[src/c2s_pkg.sv]
// Package for the cartesian-to-spherical converter: turn constants, the CORDIC
// arctangent table and the elaboration-time gain computation.
// No dependencies.
`timescale 1ns / 1ps

package c2s_pkg;

  localparam int FRAC_GUARD = 8;   // extra fraction bits carried inside the CORDIC
  localparam int GAIN_FRAC  = 20;  // fraction bits of the CORDIC gain constant
  localparam int TURN_W     = 32;  // internal angle width, one full turn

  localparam logic [TURN_W-1:0] HALF_TURN    = 32'h8000_0000;
  localparam logic [TURN_W-1:0] THREE_QUARTER = 32'hC000_0000;

  // atan(2^-i) as a fraction of a full turn, rounded
  localparam logic [TURN_W-1:0] ARC_TABLE [32] = '{
    32'h20000000, 32'h12E4051E, 32'h09FB385B, 32'h051111D4,
    32'h028B0D43, 32'h0145D7E1, 32'h00A2F61E, 32'h00517C55,
    32'h0028BE53, 32'h00145F2F, 32'h000A2F98, 32'h000517CC,
    32'h00028BE6, 32'h000145F3, 32'h0000A2FA, 32'h0000517D,
    32'h000028BE, 32'h0000145F, 32'h00000A30, 32'h00000518,
    32'h0000028C, 32'h00000146, 32'h000000A3, 32'h00000051,
    32'h00000029, 32'h00000014, 32'h0000000A, 32'h00000005,
    32'h00000003, 32'h00000001, 32'h00000001, 32'h00000000
  };

  // CORDIC gain K in Q20: integer square root of prod(1 + 4^-i) formed in Q40.
  // Elaboration only.
  function automatic logic [63:0] gain_q20(input int stages);
    logic [63:0] prod;
    logic [63:0] rem;
    logic [63:0] res;
    logic [63:0] bitv;
    int          n;
    prod = 64'd1 << 40;
    n    = (stages > 32) ? 32 : stages;
    for (int i = 0; i < 32; i++) begin
      if (i < n) begin
        prod = prod + (prod >> (2 * i));
      end
    end
    rem  = prod;
    res  = '0;
    bitv = 64'd1 << 62;
    for (int j = 0; j < 32; j++) begin
      if (bitv > rem) begin
        bitv = bitv >> 2;
      end
    end
    for (int j = 0; j < 32; j++) begin
      if (bitv != 64'd0) begin
        if (rem >= res + bitv) begin
          rem = rem - (res + bitv);
          res = (res >> 1) + bitv;
        end else begin
          res = res >> 1;
        end
        bitv = bitv >> 2;
      end
    end
    return res;
  endfunction

endpackage

[src/c2s_gain.sv]
// Gain removal: floor(m * 2^20 / K) by reciprocal multiply and one correction,
// three register stages. Depends on c2s_pkg (gain function, gain fraction).
`timescale 1ns / 1ps

module c2s_gain #(
  parameter int W      = 27,
  parameter int STAGES = 16,
  parameter int SIDE_W = 49
) (
  input  logic                 clk_i,
  input  logic                 rst_ni,
  input  logic                 en_i,
  input  logic                 valid_i,
  input  logic signed [W-1:0]  mag_i,
  input  logic [SIDE_W-1:0]    side_i,
  output logic                 valid_o,
  output logic [W-2:0]         quot_o,
  output logic [SIDE_W-1:0]    side_o
);

  localparam int          M_W    = W - 1;
  localparam logic [63:0] GAIN   = c2s_pkg::gain_q20(STAGES);
  localparam int          K_W    = $clog2(GAIN + 64'd1);
  localparam logic [63:0] RECIP  = (64'd1 << (c2s_pkg::GAIN_FRAC + M_W)) / GAIN;
  localparam int          R_W    = $clog2(RECIP + 64'd1);
  localparam int          P1_W   = M_W + R_W;
  localparam int          P2_W   = M_W + K_W;
  localparam int          D_W    = M_W + c2s_pkg::GAIN_FRAC + 2;
  localparam logic [K_W-1:0] GAIN_K  = GAIN[K_W-1:0];
  localparam logic [R_W-1:0] RECIP_K = RECIP[R_W-1:0];

  logic              v1_q, v2_q, v3_q;
  logic [M_W-1:0]    mag, m1_q, m2_q;
  logic [P1_W-1:0]   p1_q;
  logic [M_W-1:0]    qe, qe2_q, q_d, q3_q;
  logic [P2_W-1:0]   p2_q;
  logic [D_W-1:0]    rem;
  logic [SIDE_W-1:0] s1_q, s2_q, s3_q;

  // a non-positive magnitude maps to zero
  assign mag = mag_i[W-1] ? '0 : mag_i[M_W-1:0];
  // estimate is the true quotient or one below it
  assign qe  = M_W'(p1_q >> M_W);
  assign rem = D_W'({m2_q, {c2s_pkg::GAIN_FRAC{1'b0}}}) - D_W'(p2_q);
  assign q_d = (rem >= D_W'(GAIN_K)) ? qe2_q + 1'b1 : qe2_q;

  always_ff @(posedge clk_i or negedge rst_ni) begin
    if (!rst_ni) begin
      v1_q <= 1'b0;
      v2_q <= 1'b0;
      v3_q <= 1'b0;
    end else if (en_i) begin
      v1_q <= valid_i;
      v2_q <= v1_q;
      v3_q <= v2_q;
    end
  end

  always_ff @(posedge clk_i) begin
    if (en_i) begin
      m1_q  <= mag;
      p1_q  <= P1_W'(mag) * P1_W'(RECIP_K);
      s1_q  <= side_i;
      m2_q  <= m1_q;
      qe2_q <= qe;
      p2_q  <= P2_W'(qe) * P2_W'(GAIN_K);
      s2_q  <= s1_q;
      q3_q  <= q_d;
      s3_q  <= s2_q;
    end
  end

  assign valid_o = v3_q;
  assign quot_o  = q3_q;
  assign side_o  = s3_q;

endmodule

[config.mk]
export PLATFORM = sky130hd
export DESIGN_NAME = c2s_gain
export DESIGN_NICKNAME = d
export VERILOG_FILES = /design/src/c2s_pkg.sv /design/src/c2s_gain.sv
export SDC_FILE = /design/constraint.sdc
export NUM_CORES = 2
export LEC_CHECK = 0
export BUFFER_PORTS_ARGS = -buffer_cell sky130_fd_sc_hd__buf_4
export CORE_AREA = 5 5 246 248
export CTS_CLUSTER_DIAMETER = 150
export DETAILED_ROUTE_END_ITERATION = 12
export DIE_AREA = 0 0 251 253
export PLACE_DENSITY = 0.77
export SYNTH_ARGS = -nofsm -noshare
export SYNTH_HDL_FRONTEND = slang
export SYNTH_SLANG_ARGS = --single-unit
[constraint.sdc]
create_clock -name clk_i -period 8.2 [get_ports clk_i]
set_input_delay 1.23 -clock clk_i [delete_from_list [all_inputs] [get_ports clk_i]]
set_output_delay 1.23 -clock clk_i [all_outputs]
set_load 0.01 [all_outputs]
==> reports/qor.yml <==
outcome:
  outcome: "complete, no violations"
yosys:
  ys.flop_type: "edfxtp_1"
  seq_area_frac_synth_pct: 28.1
  syn-mean-instance-area_um2: 11.0
  synthesis.nets: 4173
  synth_top_cell_area_share_pct: 27.8
  async_reset_ff_share_pct: 0.932
  ys_ff_latch: 322
  synth_area_leaders: "edfxtp_1 28%, fa_1 26%, ha_1 19%, inv_1 9.0%, xnor2_1 2.2%"
  synth_cells: 3119
  yosysWarnings: 0
  yosysUniqueCellTypes: 71
  netlist_area_um2: 34400
  synth_top_area_cell: "edfxtp_1"
  synth_edf_count: 319
clocking:
  numCtsBuffers: 36
  cts.path.max_buffers: 3
  cts_setup_buffers: 0
  clkLatencyLatePin_ns: 0.56
  cts_root_buf: "clkbuf_16"
  cts.sink_count: 322
  hold_buffers: 0
  cts.clk_slew.worst_paths_ns: 0.06
  cts_tree: "built"
  cts_max_level: 2
floorplan:
  dieArea_um2: 63500
  fp.coreArea_um2: 58200
  ios: 156
  die_w_um: 251
  core.rowCount: 89
  die_h_um: 253
  initial_core_util_pct: 59.1
sta:
  final.min_clock_period_ns: 7.89
  rsz0062_at_grt: "false"
  fmax_ghz: 0.127
  relSlewSlack_pct: 31.6
  hold_viol: 0
  clock-skew-final_ns: 0.0218
  fin_crit_sh_pct: 96.2
  worst_pin_slew_ns: 1.03
  setup_ws_ns: 0.313
  slew_viol_final: 0
  setup_violations: 0
place:
  hpwl_mm: 68.6
  place_area_um2: 37400
  gp_congestion: 0.971
  port_buffers: 155
  preCtsSetupSlack_ns: -0.271
final_layout:
  layout_common_cells: "825 x inv_1, 533 x ha_1, 441 x fa_1"
  area_delta_synth_final_pct: 12.4
  num-fill-cells: 4420
  drive_gt1_share_pct: 11.2
  multi_input_area_um2: 21400
  nets: 4442
  finalInstanceArea_um2: 38700
  layout_commonest_cell: "inv_1"
  seqCellArea_um2: 9650
grt:
  grt_pass1_wl_mm: 133
  grt_pass1_vias: 24700
  grt_start_max_net_pins: 138
  track_usage_pct: 26.6
  grt-ovfl-total: 0
  antenna_found_initial: 0
routing:
  ant_nets: 0
  wl_per_cell_um: 19.7
  routed_wl_mm: 82.5
  drtIter0Drc: 1191
  drc_errors: 0
  dr.pass1.iters: 6
  viasPerCell: 5.44
  vias: 22800
critical_path:
  cp_max_fo: 10
  slowest_stage: "fa_1"
  cp_top_family: "adder cells"
  required_ns: 8.50
  cpMostUsedCell: "fa_1"
  arrival_ns: 8.19
  path_class: "in -> reg"
  critPathLaunchType: "input pin"
  path_buf_inv: 8
  rrSetupSlack_ns: 0.62
  endpoint_kind: "register"
  cpPeakStageDelay_ns: 0.55
hold_path:
  hold_path.class: "reg -> reg"
job:
  cap_violations: 0
==> state kept, by name (all words and copies together) (netlist names) <==
register / flops
qe2_q: 26
valid_o: 1
v2_q: 1
m2_q: 26
s1_q: 49
s2_q: 49
v1_q: 1
m1_q: 26
quot_o: 26
p2_q: 42
side_o: 49
p1_q: 26
==> area by class of cell <==
class	instances	share of cell area, %
multi-input combinational	1907	55.4
sequential	322	25.0
inverter	826	8.02
timing repair buffer	295	5.87
clock buffer	44	2.51
tap	773	2.50
clock inverter	21	0.731
antenna	1	0.00647
==> worst paths after layout <==
| path | endpoint | cells past startpoint | start |
|---|---|---|---|
| max | p1_q[44] | 28 | mag_i[26] |
| min in group asynchronous | v2_q | 1 | rst_ni |
| max in group asynchronous | valid_o | 1 | rst_ni |
| min reg2reg | s2_q[38] | 0 | s1_q[38] |
| max reg2reg | p2_q[46] | 23 | p1_q[27] |
| min | s2_q[38] | 0 | s1_q[38] |
==> cell families after synthesis <==
family | after synthesis | share of synthesized area (%)
mux | 11 | 0.335
buf+inv | 890 | 9.76
simple gates | 442 | 6.67
flops | 322 | 28.1
xor+xnor | 157 | 4.00
fa+ha+maj | 974 | 45.0
compound gates | 323 | 6.13
==> cell usage after synthesis, drive strengths merged (4+ instances only) <==
library cell,count
inv,826
nand3,34
a41oi,5
a2111oi,6
o31ai,5
or4,6
o2111ai,5
and2,17
mux2,4
o21a,14
o22ai,6
nor2,98
o211ai,5
and3,13
nand2b,34
nor4b,4
mux2i,7
o21bai,17
nand4,28
xor2,69
o21ai,53
a21o,57
a211oi,13
and4,7
edfxtp,319
nor4,13
a21oi,99
a31oi,7
fa,441
ha,533
a221oi,4
buf,7
clkbuf,57
nor3,23
xnor2,88
nor2b,39
nand2,105
or2,6
or3,8
==> stage by stage <==
| step | setup TNS (ns) | hold slack (ns) | cells | util (%) |
|---|---|---|---|---|
| 2_1_floorplan | 0 | 0.400 | 3119 | - |
| 6_report | 0 | 0.409 | 4189 | 66.4 |
| 4_1_cts | 0 | 0.410 | 4188 | 66.4 |
| 3_5_place_dp | -1.32 | 0.405 | 4123 | 64.3 |
| 3_3_place_gp | -0.421 | 0.400 | 4123 | 64.3 |
| 5_1_grt | 0 | 0.416 | 4188 | 66.4 |
==> routing by layer <==
layer | routed length [um] | vias up | track usage [%]
met4 | 2470 | 0 | 7.53
met2 | 41700 | 673 | 46.9
met1 | 34100 | 11300 | 34.9
li1 | - | 10600 | -
met5 | 0 | - | 0
met3 | 4290 | 162 | 3.57
==> repair_timing <==
action / CTS / global route
setup endpoints to repair: 0 / 6
endpoints found under the hold margin: 0 / 0
resized for setup: 0 / 2
Power is not shown: default switching activity piles up to over one toggle a cycle in this logic, so the estimate is an artifact.
