$ cat config.mk
export PLATFORM = sky130hd
export DESIGN_NAME = c2s_cordic
export DESIGN_NICKNAME = d
export VERILOG_FILES = /design/src/c2s_pkg.sv /design/src/c2s_cordic.sv
export SDC_FILE = /design/constraint.sdc
export NUM_CORES = 2
export LEC_CHECK = 0
export BUFFER_PORTS_ARGS = -buffer_cell sky130_fd_sc_hd__buf_2
export CORE_UTILIZATION = 32
export CTS_CLUSTER_DIAMETER = 100
export DETAILED_ROUTE_END_ITERATION = 12
export GPL_TIMING_DRIVEN = 0
export HOLD_SLACK_MARGIN = 0.15
export PLACE_DENSITY = 0.49
export SYNTH_ARGS = -nofsm -noshare
export SYNTH_HDL_FRONTEND = slang
export SYNTH_SLANG_ARGS = --single-unit
$ cat constraint.sdc
create_clock -name clk_i -period 7.6 [get_ports clk_i]
set_input_delay 0.38 -clock clk_i [delete_from_list [all_inputs] [get_ports clk_i]]
set_output_delay 0.38 -clock clk_i [all_outputs]
set_load 0.1 [all_outputs]
$ cat src/c2s_pkg.sv
// Package for the cartesian-to-spherical converter: turn constants, the CORDIC
// arctangent table and the elaboration-time gain computation.
// No dependencies.
`timescale 1ns / 1ps

package c2s_pkg;

  localparam int FRAC_GUARD = 8;   // extra fraction bits carried inside the CORDIC
  localparam int GAIN_FRAC  = 20;  // fraction bits of the CORDIC gain constant
  localparam int TURN_W     = 32;  // internal angle width, one full turn

  localparam logic [TURN_W-1:0] HALF_TURN    = 32'h8000_0000;
  localparam logic [TURN_W-1:0] THREE_QUARTER = 32'hC000_0000;

  // atan(2^-i) as a fraction of a full turn, rounded
  localparam logic [TURN_W-1:0] ARC_TABLE [32] = '{
    32'h20000000, 32'h12E4051E, 32'h09FB385B, 32'h051111D4,
    32'h028B0D43, 32'h0145D7E1, 32'h00A2F61E, 32'h00517C55,
    32'h0028BE53, 32'h00145F2F, 32'h000A2F98, 32'h000517CC,
    32'h00028BE6, 32'h000145F3, 32'h0000A2FA, 32'h0000517D,
    32'h000028BE, 32'h0000145F, 32'h00000A30, 32'h00000518,
    32'h0000028C, 32'h00000146, 32'h000000A3, 32'h00000051,
    32'h00000029, 32'h00000014, 32'h0000000A, 32'h00000005,
    32'h00000003, 32'h00000001, 32'h00000001, 32'h00000000
  };

  // CORDIC gain K in Q20: integer square root of prod(1 + 4^-i) formed in Q40.
  // Elaboration only.
  function automatic logic [63:0] gain_q20(input int stages);
    logic [63:0] prod;
    logic [63:0] rem;
    logic [63:0] res;
    logic [63:0] bitv;
    int          n;
    prod = 64'd1 << 40;
    n    = (stages > 32) ? 32 : stages;
    for (int i = 0; i < 32; i++) begin
      if (i < n) begin
        prod = prod + (prod >> (2 * i));
      end
    end
    rem  = prod;
    res  = '0;
    bitv = 64'd1 << 62;
    for (int j = 0; j < 32; j++) begin
      if (bitv > rem) begin
        bitv = bitv >> 2;
      end
    end
    for (int j = 0; j < 32; j++) begin
      if (bitv != 64'd0) begin
        if (rem >= res + bitv) begin
          rem = rem - (res + bitv);
          res = (res >> 1) + bitv;
        end else begin
          res = res >> 1;
        end
        bitv = bitv >> 2;
      end
    end
    return res;
  endfunction

endpackage

$ cat src/c2s_cordic.sv
// Unrolled CORDIC vectoring pipeline, one register stage per iteration.
// Depends on c2s_pkg (arctangent table, turn width).
`timescale 1ns / 1ps

module c2s_cordic #(
  parameter int W      = 27,
  parameter int STAGES = 16,
  parameter int SIDE_W = 17
) (
  input  logic                           clk_i,
  input  logic                           rst_ni,
  input  logic                           en_i,
  input  logic                           valid_i,
  input  logic signed [W-1:0]            a_i,
  input  logic signed [W-1:0]            b_i,
  input  logic [c2s_pkg::TURN_W-1:0]     ang_i,
  input  logic [SIDE_W-1:0]              side_i,
  output logic                           valid_o,
  output logic signed [W-1:0]            a_o,
  output logic [c2s_pkg::TURN_W-1:0]     ang_o,
  output logic [SIDE_W-1:0]              side_o
);

  logic                          valid_q [STAGES];
  logic signed [W-1:0]           a_q     [STAGES];
  logic signed [W-1:0]           b_q     [STAGES];
  logic [c2s_pkg::TURN_W-1:0]    ang_q   [STAGES];
  logic [SIDE_W-1:0]             side_q  [STAGES];

  for (genvar k = 0; k < STAGES; k++) begin : g_stage
    logic                        v_in;
    logic signed [W-1:0]         a_in, b_in, a_d, b_d;
    logic [c2s_pkg::TURN_W-1:0]  ang_in, ang_d;
    logic [SIDE_W-1:0]           side_in;

    if (k == 0) begin : g_first
      assign v_in    = valid_i;
      assign a_in    = a_i;
      assign b_in    = b_i;
      assign ang_in  = ang_i;
      assign side_in = side_i;
    end else begin : g_next
      assign v_in    = valid_q[k-1];
      assign a_in    = a_q[k-1];
      assign b_in    = b_q[k-1];
      assign ang_in  = ang_q[k-1];
      assign side_in = side_q[k-1];
    end

    // drive b toward zero; both updates use the old values
    always_comb begin
      if (!b_in[W-1]) begin
        a_d   = a_in + (b_in >>> k);
        b_d   = b_in - (a_in >>> k);
        ang_d = ang_in + c2s_pkg::ARC_TABLE[k];
      end else begin
        a_d   = a_in - (b_in >>> k);
        b_d   = b_in + (a_in >>> k);
        ang_d = ang_in - c2s_pkg::ARC_TABLE[k];
      end
    end

    always_ff @(posedge clk_i or negedge rst_ni) begin
      if (!rst_ni) begin
        valid_q[k] <= 1'b0;
      end else if (en_i) begin
        valid_q[k] <= v_in;
      end
    end

    always_ff @(posedge clk_i) begin
      if (en_i) begin
        a_q[k]    <= a_d;
        b_q[k]    <= b_d;
        ang_q[k]  <= ang_d;
        side_q[k] <= side_in;
      end
    end
  end

  assign valid_o = valid_q[STAGES-1];
  assign a_o     = a_q[STAGES-1];
  assign ang_o   = ang_q[STAGES-1];
  assign side_o  = side_q[STAGES-1];

endmodule

==> flow_summary.json <==
{
  "dp_hpwl_mm": 227,
  "syn_nets": 13500,
  "reg2reg_setup_slack_ps": 780,
  "endpoint_kind": "flop",
  "grt_pass1_vias": 86600,
  "cp_top_family": "compound AO/OA/AOI/OAI gates",
  "ant_nets": 0,
  "outcome": "complete, no violations",
  "ys_warn_count": 0,
  "fill_cells": 38000,
  "ios": 184,
  "cts_num_sinks": 1621,
  "max_stage_delay_ps": 1070,
  "yosysTopAreaCell": "edfxtp_1",
  "finalMaxSlewViolations": 0,
  "path_cells": "clkbuf_1 > clkbuf_1 > inv_1 > fa_1 > a211oi_1 > o21bai_1 > a2111oi_2 > a21oi_1 > a41oi_2 > a211oi_1 > o31ai_1 > o21ai_1 > a21o_1 > a21oi_1 > xnor2_1",
  "crit_path_top_delay_cell": "edfxtp_1",
  "finalCritPeriodShare_pct": 89.7,
  "route.detailed.drc": 0,
  "coreArea_sq_um": 376000,
  "ys.flop_type": "edfxtp_1",
  "async_reset_ff_share_pct": 0.987,
  "grt_use_total_pct": 14.9,
  "maxCapViolCount": 0,
  "grt_pass1_wl_mm": 465,
  "syn_area_sq_um": 121000,
  "cts-htree-levels": 4,
  "drive_above_1_share_pct": 5.45,
  "dieHeight_um": 617,
  "postCtsSetupRepairBufs": 0,
  "worstHoldStart": "side_i[10]",
  "antenna_found_initial": 2,
  "drtIter0Drc": 4126,
  "setup_viol": 0,
  "root_buffer": "clkbuf_16",
  "hold_end": "side_q[0][10]",
  "yosysTopAreaCellShare_pct": 39.8,
  "r2r.worst_path.cells": 15,
  "port_buffers": 182,
  "viasPerCell": 4.94,
  "wl_per_cell_um": 16.5,
  "grt-ovfl-total": 0,
  "numCtsBuffers": 205,
  "postRouteWirelength_mm": 292,
  "avgSynthCellArea_sq_um": 10.1,
  "num_vias": 87300,
  "cp.buffers_inverters": 3,
  "setup-tns-final_ps": 0,
  "synth.most_common_cell": "edfxtp_1",
  "die-area_sq_um": 381000,
  "yosysSeqAreaShare_pct": 40.1,
  "rsz0062_at_grt": "no",
  "start_kind": "flop",
  "holdWs_ps": 236,
  "area_growth_pct": 12.5,
  "tritoncts": "yes",
  "fmax_mhz": 147,
  "yosys-top-cells-count": "1,605 x edfxtp_1, 1,354 x ha_1, 1,189 x a21oi_1, 1,089 x xnor2_1, 1,073 x nor2_1",
  "finalCriticalPeriod_ps": 6820,
  "clk_latency_ps": 920,
  "clkTransAtPathRegs_ps": 60,
  "place_congestion": 0.865,
  "ys_types": 94,
  "worstPathArrival_ps": 7440,
  "cts_max_path_buffers": 4,
  "start_util_pct": 32.2,
  "dpl_cell_area_sq_um": 129000,
  "reg2reg_to": "ang_q[1][124]",
  "finalHoldViolCount": 0,
  "grt_max_degree": 166,
  "die_w_um": 617,
  "firstDrtPassIters": 6,
  "cts_resized": 0,
  "final_core_util_pct": 36.2,
  "placementRows": 225,
  "crit_fanout": 20,
  "tightestPinTransition_ps": 1400,
  "fin_skew_ps": 80.8,
  "synth_edf_count": 1605,
  "min_path_cells": 2,
  "hold_path.class": "in -> reg",
  "fin_area_sq_um": 136000,
  "cp.required_ps": 8220,
  "final_nets": 14000,
  "synth_area_leaders": "edfxtp_1 40%, ha_1 14%, xnor2_1 7.9%",
  "crit_type": "reg -> reg",
  "timing.rr.start": "b_q[1][80]",
  "relSlewSlack_pct": 6.84,
  "ys_seq_elements": 1621,
  "synthCells": 12000
}
[sequential cells by signal, summed over array words and instances (netlist names)]
register      count
ang_q           512
a_q             431
b_q             390
side_q          272
g_stage.v_in     15
valid_o           1
[routing by layer]
metal  share of wire [%]  track usage [%]
met5                   0                0
met1                  44             18.0
met4                 3.9             5.69
met2                  49             26.9
met3                 3.1             1.74
[stage by stage]
stage          worst slack, ps  cells
2_1_floorplan             3220  12000
3_3_place_gp            -21060  17200
3_5_place_dp               449  17200
4_1_cts                    438  17700
5_1_grt                    377  17700
6_report                   782  17700
[timing repair]
action / CTS / global route
setup endpoints to repair: 0 / 0
hold buffers: 106 / 0
endpoints found under the hold margin: 175 / 0
[layout make-up]
| cell class | instances | area [sq um] | share of cell area (%) |
|---|---|---|---|
| plain buffers | 230 | 1090 | 0.801 |
| well taps | 4994 | 6250 | 4.58 |
| clock inverters | 126 | 1160 | 0.849 |
| diodes | 1 | 2.50 | 0.00184 |
| repair buffers | 299 | 2270 | 1.66 |
| clock buffers | 245 | 5410 | 3.97 |
| multi-input cells | 9611 | 69500 | 51.0 |
| flip-flops and latches | 1621 | 48600 | 35.7 |
| inverters | 536 | 2010 | 1.48 |
[cell usage in the layout, fill, tap and decap left out, types with 47 or more instances in the layout]
cell,n
o21ai_0,565
buf_4,59
nand2b_1,183
dlygate4sd3_1,106
a21o_1,507
clkbuf_1,185
mux2_2,48
nor2b_1,237
ha_1,1354
buf_2,181
inv_1,533
o211ai_1,61
xnor2_1,1089
or3_1,70
nand2_1,521
xor2_1,501
nand4_1,89
nor2_1,1073
and2_1,75
a31oi_1,144
a211oi_1,100
nand3_1,203
nor3_1,319
o21a_1,190
fa_1,47
clkbuf_16,211
nor4_1,78
and3_1,120
o21bai_1,160
a21oi_1,1189
edfxtp_1,1605
o31ai_1,63
[how the worst max path moves through the flow]
stage,startpoint,end,slack (ps),depth (start not counted)
global placement,en_i,side_q[0][4],-21060,1
finish,b_q[1][80],ang_q[1][124],780,15
CTS,b_q[1][80],ang_q[1][124],440,15
detailed placement,b_q[1][80],ang_q[1][124],450,15
floorplan,b_q[1][107],b_q[1][134],3220,15
global route,b_q[1][80],ang_q[1][124],380,15
[logic make-up after synthesis]
| logic type | share of synthesized area (%) |
|---|---|
| fa+ha+maj | 14.8 |
| xor+xnor | 11.5 |
| buf+inv | 2.56 |
| flops | 40.1 |
| compound gates | 17.9 |
| mux | 0.694 |
| simple gates | 12.5 |
Power is not shown: default switching activity piles up to over one toggle a cycle in this logic, so the estimate is an artifact.
