$ cat src/c2s_skid.sv
// Output register with a skid entry; the upstream enable is registered.
// No dependencies.
`timescale 1ns / 1ps

module c2s_skid #(
  parameter int DATA_W = 48
) (
  input  logic              clk_i,
  input  logic              rst_ni,
  input  logic              valid_i,
  input  logic [DATA_W-1:0] data_i,
  output logic              ready_o,
  output logic              valid_o,
  output logic [DATA_W-1:0] data_o,
  input  logic              ready_i
);

  logic              out_valid_q, skid_valid_q;
  logic [DATA_W-1:0] out_data_q, skid_data_q;

  assign ready_o = !skid_valid_q;
  assign valid_o = out_valid_q;
  assign data_o  = out_data_q;

  always_ff @(posedge clk_i or negedge rst_ni) begin
    if (!rst_ni) begin
      out_valid_q  <= 1'b0;
      skid_valid_q <= 1'b0;
    end else if (skid_valid_q) begin
      // drain the skid entry once the output moves
      if (ready_i) begin
        skid_valid_q <= 1'b0;
      end
    end else if (valid_i) begin
      if (out_valid_q && !ready_i) begin
        skid_valid_q <= 1'b1;
      end else begin
        out_valid_q <= 1'b1;
      end
    end else if (ready_i) begin
      out_valid_q <= 1'b0;
    end
  end

  always_ff @(posedge clk_i) begin
    if (skid_valid_q) begin
      if (ready_i) begin
        out_data_q <= skid_data_q;
      end
    end else if (valid_i) begin
      if (out_valid_q && !ready_i) begin
        skid_data_q <= data_i;
      end else begin
        out_data_q <= data_i;
      end
    end
  end

endmodule

$ cat config.mk
export PLATFORM = sky130hd
export DESIGN_NAME = c2s_skid
export DESIGN_NICKNAME = d
export VERILOG_FILES = /design/src/c2s_skid.sv
export SDC_FILE = /design/constraint.sdc
export NUM_CORES = 1
export LEC_CHECK = 0
export ABC_AREA = 1
export BUFFER_PORTS_ARGS = -buffer_cell sky130_fd_sc_hd__buf_4
export CORE_ASPECT_RATIO = 0.7
export CORE_MARGIN = 4
export CORE_UTILIZATION = 51
export DETAILED_ROUTE_END_ITERATION = 16
export PLACE_DENSITY_LB_ADDON = 0.15
export RECOVER_POWER = 100
export SLEW_MARGIN = 10
export SYNTH_ARGS = -nofsm -noshare
export SYNTH_HDL_FRONTEND = slang
export SYNTH_SLANG_ARGS = --single-unit
$ cat constraint.sdc
create_clock -name clk_i -period 2.38 [get_ports clk_i]
set_input_delay 0.595 -clock clk_i [delete_from_list [all_inputs] [get_ports clk_i]]
set_output_delay 0.595 -clock clk_i [all_outputs]
set_load 0.05 [all_outputs]
==> impl_metrics.tcl, run 1 <==
set metrics [dict create \
    status "finished, final reports clean" \
    crit_family "buffers and inverters" \
    slew_viol_final 0 \
    cts-resized-gates 0 \
    period_share_pct 92.4 \
    wl_per_cell_um 13.9 \
    finalHoldViolCount 0 \
    syn-num-nets 322 \
    place_area_um2 4530 \
    areaGrowthSynthToFinish_pct 19.4 \
    final_cell_mix "nand2_1, edfxtp_1, clkbuf_1" \
    yosysTopAreaCell "edfxtp_1" \
    grt_pass1_vias 2106 \
    post_cts_buffers 0 \
    globalplace.congestion 0.760 \
    synth_area_per_cell_um2 13.5 \
    ys_ff_latch 98 \
    portBuffers 101 \
    drt_first_pass_iters 4 \
    rsz0062_at_grt "no" \
    finalSetupTns_ns 0 \
    drtIter0Drc 149 \
    vias_per_cell 4.64 \
    cts_root_buf "clkbuf_8" \
    drv_cap 0 \
    clock-sinks 98 \
    netlist_area_um2 3660 \
    clk_latency_ns 0.36 \
    nFillCells 590 \
    vias 2215 \
    grt_pass1_wl_mm 10.4 \
    dp.cells 460 \
    fin_worst_skew_ns 0.0153 \
    tritoncts "done" \
    crit_path_top_delay_cell "dfrtp_2" \
    yosys_warnings 0 \
    layout.nets 430 \
    ys_seq_area_share_pct 80.2 \
    chipHeight_um 78.8 \
    critPathMaxFanout 50 \
    drtAntennaViolNets 0 \
    fp.coreArea_um2 6850 \
    drive_above_1_share_pct 11.2 \
    die_area_um2 8610 \
    cpPeakStageDelay_ns 0.54 \
    vdd_drop_max_mv 0.436 \
    final-setup-viol-count 0 \
    gr-usage-all-layers_pct 16.3 \
    critPathBufInv 2 \
    fin_area_um2 4360 \
    crit_chain "inv_6 > clkbuf_2" \
    grt_max_degree 51 \
    total_power_mw 4.07 \
    antenna_found_initial 0 \
    worst_ep_arrival_time_ns 1.60 \
    cts_hold_buf 1 \
    cts-buffers-inserted 9 \
    power.density_nw_per_um2 932 \
    ys_top_cells_by_area "edfxtp_1, nand2_1, buf_6, dfrtp_1, buf_4" \
    drc 0 \
    critPathRequiredTime_ns 1.78 \
    period_minus_slack_ns 2.20 \
    grt_overflow 0 \
    initial_core_util_pct 53.4 \
    cp-start-kind "flop" \
    htreeDepth 3 \
    num_io_pins 102 \
    hpwl_mm 4.62 \
    die_x_um 109 \
    synth_cell_types 10 \
    instances_no_fill 477 \
    diodes 0 \
    worst_pin_slew_ns 0.778 \
    hold_slack_ns 0.445 \
    holdCritPathClass "in2reg" \
    path_class "reg2out" \
    timing.fmax_ghz 0.455 \
    endpoint_kind "primary output" \
    clkTransAtPathRegs_ns 0.09 \
    wirelength_mm 6.65 \
    synth_cells 270 \
    p_leak_nw 1.70 \
    rows 25 \
    layout_commonest_cell "nand2_1" \
    clockBufferDepth 2 \
    synth_top_area_share_pct 78.9 \
    relSlewSlack_pct 48.0 \
]
sequential cells by signal, indices dropped and copies added (netlist names):
name          count
skid_valid_q      1
valid_o           1
skid_data_q      48
data_o           48
power by group:
group / switching [mW] / leakage [nW] / internal [mW]
Sequential: 0.0644 / 0.925 / 2.15
Clock: 0.550 / 0.0762 / 0.386
Combinational: 0.759 / 0.704 / 0.162
path summary, 6_finish.rpt:
path                                            from                        end  slack [ns]  cells past startpoint
hold / removal                            data_i[26]  skid_data_q[26]$_DFFE_PP_        0.44                      1
hold reg to reg            skid_data_q[35]$_DFFE_PP_       data_o[35]$_DFFE_PP_        0.52                      2
setup / recovery              skid_valid_q$_DFF_PN0_                    ready_o        0.18                      2
max in group asynchronous                     rst_ni     skid_valid_q$_DFF_PN0_        1.65                      2
min in group asynchronous                     rst_ni        valid_o$_DFFE_PN0P_        0.57                      2
setup reg to reg              skid_valid_q$_DFF_PN0_       data_o[28]$_DFFE_PP_        0.37                      4
cell families after synthesis:
group	share of synthesized area [%]
flops	80.2
buf+inv	3.52
simple gates	16.3
Yosys cell counts:
| library cell | number |
|---|---|
| inv_1 | 4 |
| inv_6 | 1 |
| nor2_1 | 2 |
| nand3_2 | 1 |
| nand2_1 | 152 |
| edfxtp_1 | 96 |
| dfrtp_1 | 2 |
| buf_6 | 6 |
| nand2_2 | 1 |
| buf_4 | 5 |
layout make-up:
type	count	area [um^2]	area share, %
multi-input combinational	156	594	13.6
timing repair buffer	108	523	12.0
inverter	5	23.8	0.545
clock buffer	11	131	3.01
tap	94	118	2.69
sequential	98	2930	67.2
clock inverter	5	40.0	0.917
layer usage:
metal | vias up | global-route usage, % | wire length (um)
met5 | - | 0 | 0
met4 | 0 | 3.74 | 65
met3 | 8 | 6.17 | 603
met2 | 86 | 24.3 | 2980
met1 | 1003 | 23.0 | 3000
li1 | 1118 | - | -
stage by stage:
step           setup slack [ns]  util [%]
6_report                  0.182      63.7
5_1_grt                  0.0845      63.7
4_1_cts                   0.248      68.7
3_5_place_dp              0.564      66.1
3_3_place_gp              0.604      66.1
2_1_floorplan             0.130         -
(Power assumes the default switching activity.)
==> run 2, diff against run 1 <==
- MAX_ROUTING_LAYER: not set -> met4
==> impl_metrics.tcl, run 2 (same netlist as run 1, synthesis figures left out) <==
set metrics [dict create \
    status "finished, final reports clean" \
    drtAntennaViolNets 0 \
    hpwl_mm 4.62 \
    period_minus_slack_ns 2.19 \
    gr-usage-all-layers_pct 16.8 \
    cts-buffers-inserted 9 \
    p_seq_share_pct 54.4 \
    diodes 0 \
    nFillCells 590 \
    critPathRequiredTime_ns 1.78 \
    vias_per_cell 4.67 \
    dp_slack_ns 0.564 \
    fin_worst_skew_ns 0.0139 \
    drt_first_pass_iters 4 \
    clkPwrFrac_pct 23.0 \
    antenna_found_initial 0 \
    timing.fmax_ghz 0.456 \
    rows 25 \
    initial_core_util_pct 53.4 \
    power_switching_mw 1.37 \
    holdCritPathClass "in2reg" \
    internal-power_mw 2.69 \
    worst_pin_slew_ns 0.790 \
    clkTransAtPathRegs_ns 0.09 \
    areaGrowthSynthToFinish_pct 19.4 \
    num_io_pins 102 \
    cp-start-kind "flop" \
    switching_share_pct 33.7 \
    final-setup-viol-count 0 \
    path_class "reg2out" \
    clk_latency_ns 0.36 \
    layout_commonest_cell "nand2_1" \
    grt_pass1_vias 2097 \
    vdd_drop_max_mv 0.437 \
    grt_max_degree 51 \
    finalSetupTns_ns 0 \
    cts-resized-gates 0 \
    grt_overflow 0 \
    drc 0 \
    post_cts_buffers 0 \
    wl_per_cell_um 13.9 \
    combPwrFrac_pct 22.6 \
    drtIter0Drc 150 \
    fin_ws_ns 0.189 \
    p_leak_nw 1.70 \
    fp.coreArea_um2 6850 \
    drv_cap 0 \
    cts_hold_buf 1 \
    rsz0062_at_grt "no" \
    chipHeight_um 78.8 \
    dp.cells 460 \
    place_area_um2 4530 \
    critPathMaxFanout 50 \
    vias 2226 \
    instances_no_fill 477 \
    cts_root_buf "clkbuf_8" \
    layout.nets 430 \
    tritoncts "done" \
    wirelength_mm 6.65 \
    die_area_um2 8610 \
    fin_area_um2 4360 \
    finalHoldViolCount 0 \
    die_x_um 109 \
    clock-sinks 98 \
    portBuffers 101 \
    power.density_nw_per_um2 931 \
    globalplace.congestion 0.770 \
    grt_pass1_wl_mm 10.4 \
    total_power_mw 4.06 \
    relSlewSlack_pct 47.3 \
    drive_above_1_share_pct 11.2 \
    period_share_pct 92.1 \
    slew_viol_final 0 \
    htreeDepth 3 \
    worst_ep_arrival_time_ns 1.60 \
    endpoint_kind "primary output" \
    clockBufferDepth 2 \
    final_cell_mix "nand2_1, edfxtp_1, clkbuf_1" \
]
[run 2: cell counts in the layout (fill, tap and decap cells not counted)]
Identical to the previous run, type by type.
[run 2: layout make-up]
cell class	instances	area (um^2)	share of cell area (%)
sequential	98	2930	67.2
clock inverter	5	40.0	0.917
clock buffer	11	131	3.01
tap	94	118	2.69
inverter	5	23.8	0.545
multi-input combinational	156	594	13.6
timing repair buffer	108	523	12.0
[run 2: final timing paths]
check,endpoint,slack (ns),startpoint,cells after the start
min reg2reg,data_o[35]$_DFFE_PP_,0.52,skid_data_q[35]$_DFFE_PP_,2
max in group asynchronous,skid_valid_q$_DFF_PN0_,1.65,rst_ni,2
max reg2reg,data_o[25]$_DFFE_PP_,0.35,skid_valid_q$_DFF_PN0_,4
max,ready_o,0.19,skid_valid_q$_DFF_PN0_,2
min in group asynchronous,valid_o$_DFFE_PN0P_,0.57,rst_ni,2
min,skid_data_q[26]$_DFFE_PP_,0.45,data_i[26],1
[run 2: worst max-delay path: stages, from the launching register on]
cell,delay [ns]
dfrtp_2,0.54
inv_6,0.34
clkbuf_2,0.35
[run 2: power by group through the flow]
| stage | combinational, mW | clock, mW | sequential (mW) |
|---|---|---|---|
| floorplan | 0.294 | 0 | 2.69 |
| global placement | 1.08 | 0 | 2.25 |
| detailed placement | 1.09 | 0 | 2.25 |
| CTS | 1.09 | 0.954 | 2.21 |
| global route | 0.993 | 1.04 | 2.23 |
| finish | 0.920 | 0.933 | 2.21 |
[run 2: through the flow]
step | utilization [%] | hold slack, ns
6_report | 63.7 | 0.448
5_1_grt | 63.7 | 0.413
4_1_cts | 68.7 | 0.402
3_5_place_dp | 66.1 | 0.383
3_3_place_gp | 66.1 | 0.382
2_1_floorplan | - | 0.299
[run 2: metal layers]
layer	global-route usage [%]	up-vias	wire length [um]
li1	-	1117	-
met1	23.2	1018	3050
met2	24.4	85	3020
met3	5.77	6	525
met4	3.74	0	51
met5	-	-	0
==> run 3, diff against run 2 <==
- ABC_AREA: 1 -> not set
- ABC_CLOCK_PERIOD_IN_PS: not set -> 2380
- CORE_UTILIZATION: 51 -> 52
- SLEW_MARGIN: 10 -> not set
==> impl_metrics.tcl, run 3 <==
set metrics [dict create \
    slew_viol_final 0 \
    critPathRequiredTime_ns 1.78 \
    post_cts_buffers 0 \
    power.density_nw_per_um2 854 \
    drt_first_pass_iters 4 \
    hpwl_mm 4.24 \
    portBuffers 101 \
    cpPeakStageDelay_ns 0.58 \
    final_cell_mix "edfxtp_1, clkbuf_1, mux2_1" \
    synth_most_common_cell "edfxtp_1" \
    rows 25 \
    synth_cell_types 13 \
    grt_pass1_vias 1701 \
    min_to "skid_valid_q$_DFF_PN0_" \
    endpoint_kind "primary output" \
    layout_commonest_cell "edfxtp_1" \
    netlist_area_um2 3810 \
    vdd_drop_max_mv 0.443 \
    antenna_found_initial 0 \
    die_x_um 110 \
    diodes 0 \
    dp.cells 354 \
    grt_overflow 0 \
    areaGrowthSynthToFinish_pct 13.4 \
    drtIter0Drc 83 \
    grt_max_degree 49 \
    chipHeight_um 79.6 \
    async_reset_ff_share_pct 2.04 \
    p_leak_nw 1.43 \
    drc 0 \
    crit_family "flip-flops" \
    clockBufferDepth 2 \
    synth_cells 160 \
    vias 1782 \
    num_io_pins 102 \
    ys_seq_area_share_pct 77.1 \
    die_area_um2 8770 \
    fin_worst_skew_ns 0.00633 \
    period_share_pct 88.0 \
    min_from "ready_i" \
    critPathBufInv 2 \
    crit_path_top_delay_cell "dfrtp_2" \
    reg2reg_to "skid_data_q[27]$_DFFE_PP_" \
    layout.nets 324 \
    worst_pin_slew_ns 0.685 \
    tritoncts "done" \
    crit_chain "inv_2 > clkbuf_1" \
    rsz0062_at_grt "no" \
    relSlewSlack_pct 54.3 \
    finalSetupTns_ns 0 \
    gr-usage-all-layers_pct 14.3 \
    wl_per_cell_um 16.6 \
    globalplace.congestion 0.722 \
    initial_core_util_pct 55.1 \
    drive_above_1_share_pct 15.2 \
    nFillCells 596 \
    path_class "reg2out" \
    cts-resized-gates 0 \
    synth_area_per_cell_um2 23.8 \
    rr_startpoint "skid_valid_q$_DFF_PN0_" \
    finalHoldViolCount 0 \
    reg2reg_depth 2 \
    wirelength_mm 6.13 \
    final-setup-viol-count 0 \
    synth_top_area_share_pct 75.7 \
    htreeDepth 3 \
    period_minus_slack_ns 2.09 \
    synth_edf_count 96 \
    instances_no_fill 370 \
    ys_ff_latch 98 \
    clock-sinks 98 \
    ys_top_cells_by_area "edfxtp_1, mux2_4, buf_12, dfrtp_1, mux2_2" \
    rrSetupSlack_ns 0.49 \
    cts-buffers-inserted 9 \
    holdCritPathClass "in2reg" \
    cts_root_buf "clkbuf_8" \
    drtAntennaViolNets 0 \
    cp-start-kind "flop" \
    critPathMaxFanout 21 \
    yosysTopAreaCell "edfxtp_1" \
    hold_depth 2 \
    synthTopCellsByCount "edfxtp_1, mux2_4, buf_12" \
    fp.coreArea_um2 6910 \
    worst_ep_arrival_time_ns 1.50 \
    yosys_warnings 0 \
    grt_pass1_wl_mm 8.94 \
    clkTransAtPathRegs_ns 0.08 \
    timing.fmax_ghz 0.478 \
    drv_cap 0 \
    vias_per_cell 4.82 \
    clk_latency_ns 0.34 \
    syn-num-nets 212 \
    status "finished, final reports clean" \
    synthFlopType "edfxtp_1" \
]
[run 3: cell type report]
type	instances	area, um^2	share of cell area [%]
Tap cell	94	118	2.73
Clock buffer	9	124	2.87
Sequential cell	98	2930	68.0
Clock inverter	6	58.8	1.36
Multi-Input combinational cell	55	604	14.0
Inverter	1	3.75	0.0870
Timing Repair Buffer	107	473	11.0
[run 3: where the power goes]
group	switching, mW	leakage [nW]	internal [mW]
Sequential	0.0476	0.925	2.06
Clock	0.504	0.0885	0.472
Combinational	0.465	0.417	0.136
[run 3: stage by stage]
stage                     instance area, um^2  hold slack, ns  setup slack, ns  total power, mW  utilization (%)
after floorplan                          3810           0.299           0.0553             2.71                -
after global placement                   4640           0.379            0.737             2.93             67.1
after detailed placement                 4640           0.380            0.697             2.94             67.1
after CTS                                4820         0.00168            0.429             3.92             69.7
after global routing                     4320           0.401            0.213             3.85             62.4
final                                    4320           0.417            0.286             3.69             62.4
[run 3: worst max-delay path by stage]
stage | start | to | slack (ns) | depth (start not counted)
floorplan | skid_valid_q$_DFF_PN0_ | data_o[0]$_DFFE_PP_ | 0.06 | 4
global placement | skid_valid_q$_DFF_PN0_ | data_o[34]$_DFFE_PP_ | 0.74 | 2
detailed placement | skid_valid_q$_DFF_PN0_ | data_o[24]$_DFFE_PP_ | 0.70 | 2
CTS | skid_valid_q$_DFF_PN0_ | ready_o | 0.43 | 2
global route | skid_valid_q$_DFF_PN0_ | ready_o | 0.21 | 2
finish | skid_valid_q$_DFF_PN0_ | ready_o | 0.29 | 2
[run 3: cells by family after synthesis]
family	count (synthesis)	share of synthesized area, %
flip-flops	98	77.1
AND/OR/NAND/NOR	4	0.690
AO/OA/AOI/OAI	3	0.592
buffers and inverters	7	3.02
multiplexers	48	18.6
[run 3: layer usage]
metal  track usage (%)  routed length, um
met1              18.2               2760
met3              5.34                493
met2              21.9               2850
met4              3.69                 21
met5                 -                  0
[run 3: timing repair]
| action | CTS | global route |
|---|---|---|
| setup endpoints to repair | 0 | 0 |
| hold buffers | 0 | 1 |
| endpoints found under the hold margin | 0 | 2 |
[run 3: worst register-to-register path, cell delays in order, from the launching register on]
cell and delay (ns):
dfrtp_2 0.58, and4bb_2 0.37, clkbuf_4 0.56
